**config.mk**
```make
export PLATFORM = sky130hd
export DESIGN_NAME = infix_expression_evaluator_core
export DESIGN_NICKNAME = d
export VERILOG_FILES = /design/src/rtl/iee_pkg.sv /design/src/rtl/iee_muldiv.sv /design/src/rtl/iee_datapath.sv /design/src/rtl/iee_ctrl.sv /design/src/rtl/infix_expression_evaluator_core.sv
export SDC_FILE = /design/constraint.sdc
export NUM_CORES = 1
export LEC_CHECK = 0
export ABC_CLOCK_PERIOD_IN_PS = 7000
export CAP_MARGIN = 40
export CORE_AREA = 4 4 301 303
export DETAILED_ROUTE_END_ITERATION = 16
export DIE_AREA = 0 0 305 307
export DONT_BUFFER_PORTS = 1
export PLACE_DENSITY_LB_ADDON = 0.08
export SKIP_CTS_REPAIR_TIMING = 1
export SLEW_MARGIN = 20
export SYNTH_ARGS = -nofsm -noshare
export SYNTH_HDL_FRONTEND = slang
export SYNTH_SLANG_ARGS = --single-unit
```
**constraint.sdc**
```tcl
create_clock -name aclk -period 7 [get_ports aclk]
set_input_delay 0.35 -clock aclk [delete_from_list [all_inputs] [get_ports aclk]]
set_output_delay 0.35 -clock aclk [all_outputs]
set_load 0.01 [all_outputs]
```
**src/rtl/iee_pkg.sv**
```systemverilog
// Shared package for the infix expression evaluator.
// Holds widths, ASCII codes, request types, command/status structs.
// No dependencies.
package iee_pkg;

    localparam int VALUE_BITS = 32;                 // signed width of a result
    localparam int MAG_W      = VALUE_BITS;         // magnitudes up to 2^(VALUE_BITS-1)
    localparam int SUM_W      = 64;                 // running sum width
    localparam int OUT_W      = 32;                 // value field width
    localparam int CNT_W      = $clog2(MAG_W + 1);  // iteration counter

    localparam logic [MAG_W-1:0] MAX_MAG = {1'b1, {(MAG_W-1){1'b0}}};
    localparam logic [SUM_W-1:0] VALUE_MASK = (SUM_W'(1) << VALUE_BITS) - SUM_W'(1);
    localparam logic [SUM_W-1:0] SUM_MAX = {1'b0, {(SUM_W-1){1'b1}}};
    localparam logic [SUM_W-1:0] SUM_MIN = {1'b1, {(SUM_W-1){1'b0}}};

    localparam logic [7:0] CH_ZERO  = 8'h30;
    localparam logic [7:0] CH_NINE  = 8'h39;
    localparam logic [7:0] CH_SPACE = 8'h20;
    localparam logic [7:0] CH_PLUS  = 8'h2B;
    localparam logic [7:0] CH_MINUS = 8'h2D;
    localparam logic [7:0] CH_STAR  = 8'h2A;
    localparam logic [7:0] CH_SLASH = 8'h2F;
    localparam int         DEC_BASE = 10;

    typedef struct packed {
        logic [7:0] char_code;
        logic       last_char;
    } in_item_t;

    typedef struct packed {
        logic signed [OUT_W-1:0] value;
        logic        [1:0]       status;
    } out_item_t;

    typedef enum logic [1:0] {
        PEND_NONE = 2'd0,
        PEND_MUL  = 2'd1,
        PEND_DIV  = 2'd2
    } pend_t;

    typedef enum logic [1:0] {
        ERR_NONE = 2'd0,
        ERR_DIV0 = 2'd1,
        ERR_OVF  = 2'd2
    } err_t;

    typedef enum logic [2:0] {
        CLS_DIGIT,
        CLS_SPACE,
        CLS_ADDSUB,
        CLS_MULDIV,
        CLS_OTHER
    } cls_t;

    typedef enum logic [3:0] {
        OP_NONE,
        OP_LOAD,        // latch accepted request
        OP_DIGIT,       // shift a digit into the accumulator
        OP_CLOSE_LOAD,  // close number, no pending op: fold term, start new one
        OP_MD_START,    // close number into a pending * or /
        OP_MD_DIV0,     // close number, divide by zero
        OP_MD_FINISH,   // write multiply/divide result back to the term
        OP_POST,        // operator side effects after the close
        OP_FOLD,        // fold the term into the sum
        OP_EMIT         // load result register, clear expression state
    } op_t;

    typedef struct packed {
        op_t op;
    } dp_cmd_t;

    typedef struct packed {
        cls_t  cls;
        logic  last;
        logic  number_open;
        pend_t pend;
        logic  acc_zero;
        logic  md_done;
    } dp_stat_t;

    function automatic cls_t classify(input logic [7:0] c);
        cls_t r;
        if (c inside {[CH_ZERO:CH_NINE]}) r = CLS_DIGIT;
        else if (c == CH_SPACE) r = CLS_SPACE;
        else if (c inside {CH_PLUS, CH_MINUS}) r = CLS_ADDSUB;
        else if (c inside {CH_STAR, CH_SLASH}) r = CLS_MULDIV;
        else r = CLS_OTHER;
        return r;
    endfunction

endpackage

```
**src/rtl/iee_muldiv.sv**
```systemverilog
// Iterative unsigned multiply (shift-add) and divide (restoring), one bit a cycle.
// Depends on iee_pkg.
module iee_muldiv (
    input  logic                         aclk,
    input  logic                         aresetn,
    input  logic                         start,
    input  logic                         is_div,
    input  logic [iee_pkg::MAG_W-1:0]    lhs,
    input  logic [iee_pkg::MAG_W-1:0]    rhs,
    output logic [2*iee_pkg::MAG_W-1:0]  product,
    output logic [iee_pkg::MAG_W-1:0]    quotient,
    output logic                         done
);
    import iee_pkg::*;

    logic [MAG_W-1:0] hi_reg, hi_next;
    logic [MAG_W-1:0] lo_reg, lo_next;
    logic [MAG_W-1:0] rhs_reg, rhs_next;
    logic             div_reg, div_next;
    logic [CNT_W-1:0] cnt_reg, cnt_next;

    logic [MAG_W:0] add_sum;
    logic [MAG_W:0] trial;
    logic [MAG_W:0] diff;
    logic           fits;

    assign add_sum = {1'b0, hi_reg} + (lo_reg[0] ? {1'b0, rhs_reg} : '0);
    assign trial   = {hi_reg, lo_reg[MAG_W-1]};
    assign fits    = trial >= {1'b0, rhs_reg};
    assign diff    = trial - {1'b0, rhs_reg};

    always_comb begin
        hi_next  = hi_reg;
        lo_next  = lo_reg;
        rhs_next = rhs_reg;
        div_next = div_reg;
        cnt_next = cnt_reg;
        if (start) begin
            hi_next  = '0;
            lo_next  = lhs;
            rhs_next = rhs;
            div_next = is_div;
            cnt_next = CNT_W'(MAG_W);
        end else if (cnt_reg != '0) begin
            if (div_reg) begin
                hi_next = fits ? diff[MAG_W-1:0] : trial[MAG_W-1:0];
                lo_next = {lo_reg[MAG_W-2:0], fits};
            end else begin
                hi_next = add_sum[MAG_W:1];
                lo_next = {add_sum[0], lo_reg[MAG_W-1:1]};
            end
            cnt_next = cnt_reg - CNT_W'(1);
        end
    end

    always_ff @(posedge aclk) begin
        if (!aresetn) begin
            cnt_reg <= '0;
        end else begin
            cnt_reg <= cnt_next;
        end
    end

    always_ff @(posedge aclk) begin
        hi_reg  <= hi_next;
        lo_reg  <= lo_next;
        rhs_reg <= rhs_next;
        div_reg <= div_next;
    end

    assign product  = {hi_reg, lo_reg};
    assign quotient = lo_reg;
    assign done     = (cnt_reg == '0);

endmodule

```
**src/rtl/iee_datapath.sv**
```systemverilog
// Datapath: expression state (sum, term, accumulator), fold logic, result register.
// Depends on iee_pkg and iee_muldiv.
module iee_datapath (
    input  logic                aclk,
    input  logic                aresetn,
    input  iee_pkg::in_item_t   s_request,
    input  iee_pkg::dp_cmd_t    cmd,
    output iee_pkg::dp_stat_t   stat,
    output iee_pkg::out_item_t  m_request
);
    import iee_pkg::*;

    logic [7:0]       char_reg, char_next;
    logic             last_reg, last_next;
    logic [SUM_W-1:0] sum_reg, sum_next;
    logic [MAG_W-1:0] term_reg, term_next;
    logic             neg_reg, neg_next;
    logic             started_reg, started_next;
    logic [MAG_W-1:0] acc_reg, acc_next;
    logic             open_reg, open_next;
    pend_t            pend_reg, pend_next;
    err_t             err_reg, err_next;
    out_item_t        out_reg, out_next;

    // fold of the current term into the running sum, saturating
    logic [SUM_W-1:0] term_ext, fold_v, fold_add, fold_sum;
    logic             fold_ovf;

    assign term_ext = {{(SUM_W-MAG_W){1'b0}}, term_reg};
    assign fold_v   = neg_reg ? (~term_ext + SUM_W'(1)) : term_ext;
    assign fold_add = sum_reg + fold_v;
    assign fold_ovf = (sum_reg[SUM_W-1] == fold_v[SUM_W-1]) &&
                      (fold_add[SUM_W-1] != sum_reg[SUM_W-1]);
    assign fold_sum = fold_ovf ? (fold_v[SUM_W-1] ? SUM_MIN : SUM_MAX) : fold_add;

    // digit shift-in: acc*10 + d
    logic [3:0]       digit;
    logic [MAG_W+3:0] acc10;

    assign digit = 4'(char_reg - CH_ZERO);
    assign acc10 = {acc_reg, 3'b000} + {1'b0, acc_reg, 1'b0} + {{MAG_W{1'b0}}, digit};

    // final range check: upper bits must be pure sign extension
    logic [SUM_W-VALUE_BITS:0] sum_top;
    logic                      in_range;
    logic [SUM_W-1:0]          sum_masked;

    assign sum_top    = sum_reg[SUM_W-1:VALUE_BITS-1];
    assign in_range   = (&sum_top) || (~|sum_top);
    assign sum_masked = sum_reg & VALUE_MASK;

    logic                 md_start, md_done;
    logic [2*MAG_W-1:0]   md_product;
    logic [MAG_W-1:0]     md_quotient;

    assign md_start = (cmd.op == OP_MD_START);

    iee_muldiv u_muldiv (
        .aclk     (aclk),
        .aresetn  (aresetn),
        .start    (md_start),
        .is_div   (pend_reg == PEND_DIV),
        .lhs      (started_reg ? term_reg : '0),
        .rhs      (acc_reg),
        .product  (md_product),
        .quotient (md_quotient),
        .done     (md_done)
    );

    always_comb begin
        char_next    = char_reg;
        last_next    = last_reg;
        sum_next     = sum_reg;
        term_next    = term_reg;
        neg_next     = neg_reg;
        started_next = started_reg;
        acc_next     = acc_reg;
        open_next    = open_reg;
        pend_next    = pend_reg;
        err_next     = err_reg;
        out_next     = out_reg;

        case (cmd.op)
            OP_LOAD: begin
                char_next = s_request.char_code;
                last_next = s_request.last_char;
            end
            OP_DIGIT: begin
                if (acc10 > {4'b0000, MAX_MAG}) begin
                    acc_next = MAX_MAG;
                    if (err_reg == ERR_NONE) err_next = ERR_OVF;
                end else begin
                    acc_next = acc10[MAG_W-1:0];
                end
                open_next = 1'b1;
            end
            OP_CLOSE_LOAD: begin
                if (started_reg) begin
                    sum_next = fold_sum;
                    neg_next = 1'b0;
                    if (fold_ovf && err_reg == ERR_NONE) err_next = ERR_OVF;
                end
                term_next    = acc_reg;
                started_next = 1'b1;
                acc_next     = '0;
                open_next    = 1'b0;
                pend_next    = PEND_NONE;
            end
            OP_MD_DIV0: begin
                if (err_reg == ERR_NONE) err_next = ERR_DIV0;
                term_next    = '0;
                started_next = 1'b1;
                acc_next     = '0;
                open_next    = 1'b0;
                pend_next    = PEND_NONE;
            end
            OP_MD_FINISH: begin
                if (pend_reg == PEND_DIV) begin
                    term_next = md_quotient;
                end else if (md_product > {{MAG_W{1'b0}}, MAX_MAG}) begin
                    term_next = MAX_MAG;
                    if (err_reg == ERR_NONE) err_next = ERR_OVF;
                end else begin
                    term_next = md_product[MAG_W-1:0];
                end
                started_next = 1'b1;
                acc_next     = '0;
                open_next    = 1'b0;
                pend_next    = PEND_NONE;
            end
            OP_POST: begin
                if (classify(char_reg) == CLS_ADDSUB) begin
                    if (started_reg) begin
                        sum_next     = fold_sum;
                        term_next    = '0;
                        started_next = 1'b0;
                        if (fold_ovf && err_reg == ERR_NONE) err_next = ERR_OVF;
                    end
                    neg_next  = (char_reg == CH_MINUS);
                    pend_next = PEND_NONE;
                end else if (classify(char_reg) == CLS_MULDIV) begin
                    pend_next = (char_reg == CH_STAR) ? PEND_MUL : PEND_DIV;
                end
            end
            OP_FOLD: begin
                if (started_reg) begin
                    sum_next     = fold_sum;
                    term_next    = '0;
                    neg_next     = 1'b0;
                    started_next = 1'b0;
                    if (fold_ovf && err_reg == ERR_NONE) err_next = ERR_OVF;
                end
            end
            OP_EMIT: begin
                if (err_reg != ERR_NONE) begin
                    out_next.status = err_reg;
                    out_next.value  = '0;
                end else if (!in_range) begin
                    out_next.status = ERR_OVF;
                    out_next.value  = '0;
                end else begin
                    out_next.status = ERR_NONE;
                    out_next.value  = sum_masked[OUT_W-1:0];
                end
                sum_next     = '0;
                term_next    = '0;
                neg_next     = 1'b0;
                started_next = 1'b0;
                acc_next     = '0;
                open_next    = 1'b0;
                pend_next    = PEND_NONE;
                err_next     = ERR_NONE;
            end
            default: begin
            end
        endcase
    end

    always_ff @(posedge aclk) begin
        if (!aresetn) begin
            sum_reg     <= '0;
            term_reg    <= '0;
            neg_reg     <= 1'b0;
            started_reg <= 1'b0;
            acc_reg     <= '0;
            open_reg    <= 1'b0;
            pend_reg    <= PEND_NONE;
            err_reg     <= ERR_NONE;
        end else begin
            sum_reg     <= sum_next;
            term_reg    <= term_next;
            neg_reg     <= neg_next;
            started_reg <= started_next;
            acc_reg     <= acc_next;
            open_reg    <= open_next;
            pend_reg    <= pend_next;
            err_reg     <= err_next;
        end
    end

    always_ff @(posedge aclk) begin
        char_reg <= char_next;
        last_reg <= last_next;
        out_reg  <= out_next;
    end

    assign stat.cls         = classify(char_reg);
    assign stat.last        = last_reg;
    assign stat.number_open = open_reg;
    assign stat.pend        = pend_reg;
    assign stat.acc_zero    = (acc_reg == '0);
    assign stat.md_done     = md_done;

    assign m_request = out_reg;

endmodule

```
**src/rtl/iee_ctrl.sv**
```systemverilog
// Controller FSM: sequences character handling, number close, fold and result hand-off.
// Depends on iee_pkg.
module iee_ctrl (
    input  logic              aclk,
    input  logic              aresetn,
    input  logic              s_valid,
    output logic              s_ready,
    output logic              m_valid,
    input  logic              m_ready,
    input  iee_pkg::dp_stat_t stat,
    output iee_pkg::dp_cmd_t  cmd
);
    import iee_pkg::*;

    typedef enum logic [6:0] {
        S_IDLE     = 7'b0000001,
        S_DISPATCH = 7'b0000010,
        S_CLOSE    = 7'b0000100,
        S_ITER     = 7'b0001000,
        S_POST     = 7'b0010000,
        S_EMIT     = 7'b0100000,
        S_SPARE    = 7'b1000000   // unused; recovers to idle
    } state_t;

    state_t state_reg, state_next;
    logic   m_valid_reg, m_valid_next;
    logic   slot_free;

    assign slot_free = !m_valid_reg || m_ready;

    always_comb begin
        state_next   = state_reg;
        cmd.op       = OP_NONE;
        m_valid_next = m_valid_reg && !m_ready;

        case (state_reg)
            S_IDLE: begin
                if (s_valid) begin
                    cmd.op     = OP_LOAD;
                    state_next = S_DISPATCH;
                end
            end
            S_DISPATCH: begin
                case (stat.cls)
                    CLS_DIGIT: begin
                        cmd.op     = OP_DIGIT;
                        state_next = stat.last ? S_CLOSE : S_IDLE;
                    end
                    CLS_OTHER: begin
                        state_next = stat.last ? S_CLOSE : S_IDLE;
                    end
                    default: begin
                        state_next = S_CLOSE;
                    end
                endcase
            end
            S_CLOSE: begin
                if (!stat.number_open) begin
                    state_next = S_POST;
                end else if (stat.pend == PEND_NONE) begin
                    cmd.op     = OP_CLOSE_LOAD;
                    state_next = S_POST;
                end else if (stat.pend == PEND_DIV && stat.acc_zero) begin
                    cmd.op     = OP_MD_DIV0;
                    state_next = S_POST;
                end else begin
                    cmd.op     = OP_MD_START;
                    state_next = S_ITER;
                end
            end
            S_ITER: begin
                if (stat.md_done) begin
                    cmd.op     = OP_MD_FINISH;
                    state_next = S_POST;
                end
            end
            S_POST: begin
                if (stat.last) begin
                    cmd.op     = OP_FOLD;
                    state_next = S_EMIT;
                end else begin
                    cmd.op     = OP_POST;
                    state_next = S_IDLE;
                end
            end
            S_EMIT: begin
                if (slot_free) begin
                    cmd.op       = OP_EMIT;
                    m_valid_next = 1'b1;
                    state_next   = S_IDLE;
                end
            end
            default: begin
                state_next = S_IDLE;
            end
        endcase
    end

    always_ff @(posedge aclk) begin
        if (!aresetn) begin
            state_reg   <= S_IDLE;
            m_valid_reg <= 1'b0;
        end else begin
            state_reg   <= state_next;
            m_valid_reg <= m_valid_next;
        end
    end

    assign s_ready = (state_reg == S_IDLE);
    assign m_valid = m_valid_reg;

endmodule

```
**src/rtl/infix_expression_evaluator_core.sv**
```systemverilog
// Infix expression evaluator (+ - * /, precedence, truncating divide), one char per request.
// Per char: a digit or ignored char passes through idle and dispatch; a space or operator
// also through close and post; one closing a * or / term also iterates in the shift-add /
// restoring unit, which retires one bit a cycle. Last char: after the fold, the result
// register loads in the emit state, later only while the previous result waits, and the
// controller returns to idle for the next request. Synchronous active-low reset clears
// all expression state. Depends on iee_pkg, iee_ctrl, iee_datapath, iee_muldiv.
module infix_expression_evaluator_core (
    input  logic                aclk,
    input  logic                aresetn,
    input  logic                s_valid,
    output logic                s_ready,
    input  iee_pkg::in_item_t   s_request,
    output logic                m_valid,
    input  logic                m_ready,
    output iee_pkg::out_item_t  m_request
);
    import iee_pkg::*;

    // Command/status pair between the controller and the datapath.
    // The controller only sequences; every architectural register
    // (running sum, term, sign, pending op, digit accumulator, error)
    // sits in the datapath and changes only on a command.
    dp_cmd_t  cmd;
    dp_stat_t stat;

    // Controller: takes a request in idle, dispatches on the character
    // class, closes an open number (plain load, divide-by-zero flag, or a
    // multi-cycle multiply/divide), applies the operator, and on the last character
    // folds the term and hands the result to the output register.
    iee_ctrl u_ctrl (
        .aclk    (aclk),
        .aresetn (aresetn),
        .s_valid (s_valid),
        .s_ready (s_ready),
        .m_valid (m_valid),
        .m_ready (m_ready),
        .stat    (stat),
        .cmd     (cmd)
    );

    // Datapath: 64-bit saturating sum, magnitude term with sign,
    // iterative multiply/divide unit, and the result register that
    // decouples the output channel from the input side.
    iee_datapath u_datapath (
        .aclk      (aclk),
        .aresetn   (aresetn),
        .s_request (s_request),
        .cmd       (cmd),
        .stat      (stat),
        .m_request (m_request)
    );

endmodule
```
; Word level (Yosys, flattened, before mapping)
; Cells that the tools add are included.
[totals]
reg_bits = 289
latchBits = 0
ramBits = 0
n_memories = 0
out_inout_bits = 36
mem_bits_ro = 0
word_cells = 186
input_bits = 13
[classes]
n_mul = 0
shifts = 0
n_lt_le_gt_ge = 5
n_div = 0
muxes = 71
eq_ne = 36
addsub = 8
reduce_logical = 43
bitwise = 3
[ops]
columns = cell, count
row1 = $mux 32, 12
row2 = $mux 64, 5
row3 = $pmux 64 s3, 1
row4 = $pmux 32 s5, 1
row5 = $add 64x1->64 const B, 1
row6 = $add 64x64->64, 1
row7 = $gt 64x32->1 const B, 1
row8 = $not 32->64, 1
row9 = $pmux 32 s2, 1
row10 = $mux 7, 6
row11 = $pmux 7 s6, 1
row12 = $eq 8x6->1 const B, 5
row13 = $add 35x33->36, 1
row14 = $add 36x4->36, 1
row15 = $gt 36x32->1 const B, 1
row16 = $add 32x32->33, 1
row17 = $ge 33x32->1, 1
row18 = $reduce_and 33->1, 1
row19 = $reduce_or 33->1, 1
row20 = $logic_not 32->1, 1
row21 = $sub 32x32->32, 1
row22 = $mux 2, 14
row23 = $mux 3, 9
row24 = $pmux 4 s6, 1
row25 = 47 further kinds, 97

; Depth between registers and ports, before layout
[logic_depth]
ltp_word = 18
ltp_mapped = 33
depth_no_buf = 29

; Cells and area by module
; A second synthesis with hierarchy kept.
[unflattened]
cells_unflattened = 2834
hier_area_um2 = 23448.7
[modules_own_cells]
columns = mod, seq_area_each_um2, cells_each, n_inst, area_per_inst_um2
row1 = iee_datapath, 3993.8, 1789, 1, 14508.9
row2 = iee_muldiv, 2712.6, 984, 1, 8464.4
row3 = iee_ctrl, 140.1, 61, 1, 475.5

; Least setup slack after synthesis
; No wires, ideal clock.
[synth_path]
path_type = flip-flop to flip-flop
from = register u_datapath.term_reg[18]
to = register u_datapath.err_reg[0]
path_buffers = 4
setup_time_ps = 119
arrival_time_ps = 6531
required_time_ps = 6881
synth_period_minus_slack_ps = 6650
path_slack_ps = 350
path_stages_with_launch = 31
path_cell_list = dfxtp_1 -> or2_2 -> or3_1 -> or3_1 -> or3_1 -> or3_1 -> clkbuf_1 -> buf_1 -> nor3_1 -> ha_1 -> nand2_1 -> o21ai_0 -> ha_1 -> clkbuf_1 -> nand2_1 -> nor3_1 -> nand3_1 -> o31ai_1 -> o21ai_1 -> o31a_1 -> o21ai_1 -> nand3_1 -> nand2_1 -> fa_1 -> nor3_1 -> or2_2 -> clkbuf_1 -> nand2_1 -> a2111o_1 -> a211o_1 -> mux2i_1
[synth_via]
elab_chain_cells = 11
word_cells_on_any_way = 12
cone_classes = add/sub (2) / eq/ne (2) / mux (5) / bitwise (1) / reduce/logical (2)
[synth_lines]
columns = item, line_no
row1 = start: declaration, iee_datapath.sv:16  ; logic [MAG_W-1:0] term_reg, term_next;
row2 = start signal: assignment, iee_datapath.sv:191  ; term_reg <= term_next;
row3 = $not 32->64, iee_datapath.sv:30  ; assign fold_v = neg_reg ? (~term_ext + SUM_W'(1)) : term_ext;
row4 = $add 64x1->64, iee_datapath.sv:30
row5 = $mux 64 *, iee_datapath.sv:30
row6 = $add 64x64->64, iee_datapath.sv:31  ; assign fold_add = sum_reg + fold_v;
row7 = $ne 1x1->1, iee_datapath.sv:33  ; (fold_add[SUM_W-1] != sum_reg[SUM_W-1]);
row8 = $logic_and 1x1->1 *, iee_datapath.sv:32  ; assign fold_ovf = (sum_reg[SUM_W-1] == fold_v[SUM_W-1]) &&
row9 = $logic_and 1x1->1 *, "iee_datapath.sv:101, iee_datapath.sv:137, iee_datapath.sv:151"
row10 = $mux 2 * (2 in a row), -
row11 = $mux 2, -
row12 = $pmux 2 s6 *, -
row13 = end signal: assignment, iee_datapath.sv:197  ; err_reg <= err_next;
row14 = end: declaration, iee_datapath.sv:22  ; err_t err_reg, err_next;
; Mark *: on every way between the ends. The rest lies on a longest branch, timed or not. The select of a mux whose other input is x is not followed.
; A chain may end at the register's enable or synchronous reset.

; Final worst setup path
[layout_path]
from = register u_datapath.term_reg[18]
to = register u_datapath.err_reg[1]
; The elaborated chain is that of the path after synthesis.

==> results.md <==
- Cells after Synth: 2634
- Post-synth EDFFs: 108
- Share of cells above drive strength 1: 0.06858
- Cell area after synthesis: 21900 µm²
- Worst slew pin tran: 891.9 ps
- Max reg flops: 64
- Unrepaired setup endpoints after global routing: no
- Sw Ratio: 0.4027
- Post-route insts no fill: 3821
- Post-detailed-routing wire length: 81.52 mm
- Status: completed
- Static leakage: 10.99 nW
- Synth Register Bits: 288
- Number of global-route vias before repair: 19890
- Setup ws final: 423.6 ps
- Largest net degree at the start of global routing: 100
- Maximum fanout along the worst path: 17
- Crit-path max cell delay: 450 ps
- First DRT Iteration DRCs: 1444
- Final clock skew: 42.29 ps
- Antenna violations before repair: 2
- Crit-path slowest cell: fa_1
- Worst-path clk slew: 50 ps
- RR Startpoint: u_datapath.term_reg[18]
- Dpl cells: 3731
- R2R Setup Slk: 420 ps
- Nets@finish: 2833
- Dpl cell area: 23480 µm²
- Int Pwr: 0.004614 W
- Finished Cell Area: 25020 µm²
- Die area: 93640 µm²
- Gate power share: 0.408
- Final ANT Viol Nets: 0
- Drt pass-1 iters: 5
- Crit path DAT: 7040 ps
- Area Overhead vs Synth: 14.23%
- Max Cap Violations: 0
- Power Total: 0.007725 W
- Ys flop type: dfxtp_1
- YS warnings: 0
- Worst R2R Path Depth: 26
- Vias/cell: 5.203
- Fin. Hold Viols: 0
- GP Congestion: 0.8464
- Port bufs: 0
- Tot GR Track Use: 0.1675
- Crit Path Category: reg -> reg
- WL per Instance: 21.33 µm
- Num CTS Buffers: 41
- R2R Path End: u_datapath.err_reg[1]
- Pwr Density: 308.8 nW/µm²
- Total negative slack: 0 ps
- Hpwl dp: 59.33 mm
- I/O Pins: 49
- Die X: 305 µm
- CP Launch Type: flop
- Commonest non-fill, non-tap cell in the layout: nand2_1
- Core ar.: 87970 µm²
- Avg Cell Area, Syn: 8.316 µm²
- Total number of vias: 19880
- Sequential Power Share: 0.316
- GRT Residual Overflow: 0
- Worst Hold Launch: aresetn
- CTS root buf: clkbuf_16
- Die height: 307 µm
- Seq/Total Area, Yosys: 0.3126
- Clock power frac: 0.276
- Final setup fails: 0
- Fin crit share: 0.9395
- Most frequent cells in the layout: nand2_1 (280), a21oi_1 (239), ha_1 (193)
- Clk Latency, worst-skew pair: 600 ps
- Worst hold path depth: 2
- TritonCTS clock tree: yes
- Slew Limit Fails: 0
- H-Tree Depth: 2
- Longest Clk Path Bufs: 3
- Initial Util: 0.2490
- Mapped Nets: 2846
- Hold Path Class: in -> reg
- Sink Count: 288
- Row count: 109
- First-pass GRT wire length: 124.1 mm
- Achievable Freq: 152.1 MHz
- Synth unique cells: 80
- Slew HR: 0.3971
- # DRC: 0
- Hold Path Sink: u_datapath.u_muldiv.cnt_reg[0]
- Synth async-reset ratio: 0
- Max IR drop VDD: 0.1985 mV
- Required time worst endpoint: 7460 ps
- Fin crit period: 6576 ps
- Place WS: 105.2 ps
- Switching pwr: 0.003111 W
- Crit end category: flop
-- metrics by stage --
stage	hold slack, ps	util
after floorplan	432.3	-
after global placement	448.9	0.2660
after detailed placement	448.9	0.2669
after CTS	-173.8	0.2822
after global routing	1.990	0.2844
final	16.28	0.2844
-- Yosys cell counts (all sizes together), types with 39 or more instances --
library cell	count	area [µm²]
inv	89	334.1
ha	193	2415
xor2	59	516.8
nor4	44	281.5
nand3	45	225.2
nor3	50	250.2
a21boi	46	345.3
nor2	173	649.4
a21o	85	638.1
nand2	282	1061
and3	55	344.1
edfxtp	108	3243
o21ai	202	1011
a21oi	241	1210
and2	41	259.0
xnor2	108	945.9
clkbuf	129	484.2
dfxtp	180	3603
mux2i	39	390.4
-- worst max path at each step --
stage / cells after the start / start / endpoint
after global placement: 26 / u_datapath.term_reg[18] / u_datapath.err_reg[1]
after global routing: 30 / u_datapath.term_reg[18] / u_datapath.err_reg[0]
final: 26 / u_datapath.term_reg[18] / u_datapath.err_reg[1]
after floorplan: 30 / u_datapath.term_reg[18] / u_datapath.err_reg[0]
after CTS: 26 / u_datapath.term_reg[18] / u_datapath.err_reg[1]
after detailed placement: 26 / u_datapath.term_reg[18] / u_datapath.err_reg[1]
-- logic make-up after synthesis --
| kind of cell | share of synthesized area |
|---|---|
| AO/OA/AOI/OAI | 0.2640 |
| AND/OR/NAND/NOR | 0.1829 |
| flip-flops | 0.3126 |
| buffers and inverters | 0.03970 |
| adder cells (fa/ha/maj) | 0.1157 |
| XOR/XNOR | 0.06678 |
| multiplexers | 0.01834 |
-- per-layer routing --
layer  track usage  wire length (µm)
met1        0.2311             39040
met2        0.2847             38340
met3       0.01742              2700
met4       0.03450              1441
met5             0                 0
-- final cells by class --
| cell class | count | area [µm²] |
|---|---|---|
| timing repair buffer | 83 | 737.0 |
| inverter | 90 | 337.8 |
| multi-input combinational | 2117 | 14290 |
| fill | 9458 | 62950 |
| clock inverter | 24 | 229.0 |
| tap | 1165 | 1458 |
| antenna | 2 | 5.005 |
| sequential | 288 | 6849 |
| clock buffer | 52 | 1119 |
-- power by group through the flow --
stage | Combinational [W] | Clock [W] | Sequential (W)
floorplan | 0.00237 | 0 | 0.00232
finish | 0.00315 | 0.00213 | 0.00244
CTS | 0.00316 | 0.00221 | 0.00244
detailed placement | 0.00314 | 0 | 0.00247
global placement | 0.00311 | 0 | 0.00248
global route | 0.00353 | 0.00227 | 0.00248
-- critical path: cells and delay by family (launching register included) --
kind | cells | cell delay [ps]
fa+ha+maj | 2 | 800
buf+inv | 1 | 180
compound gates | 11 | 2600
mux | 1 | 130
simple gates | 11 | 2440
flops | 1 | 300
No activity file was read; power rests on OpenSTA's default activity.
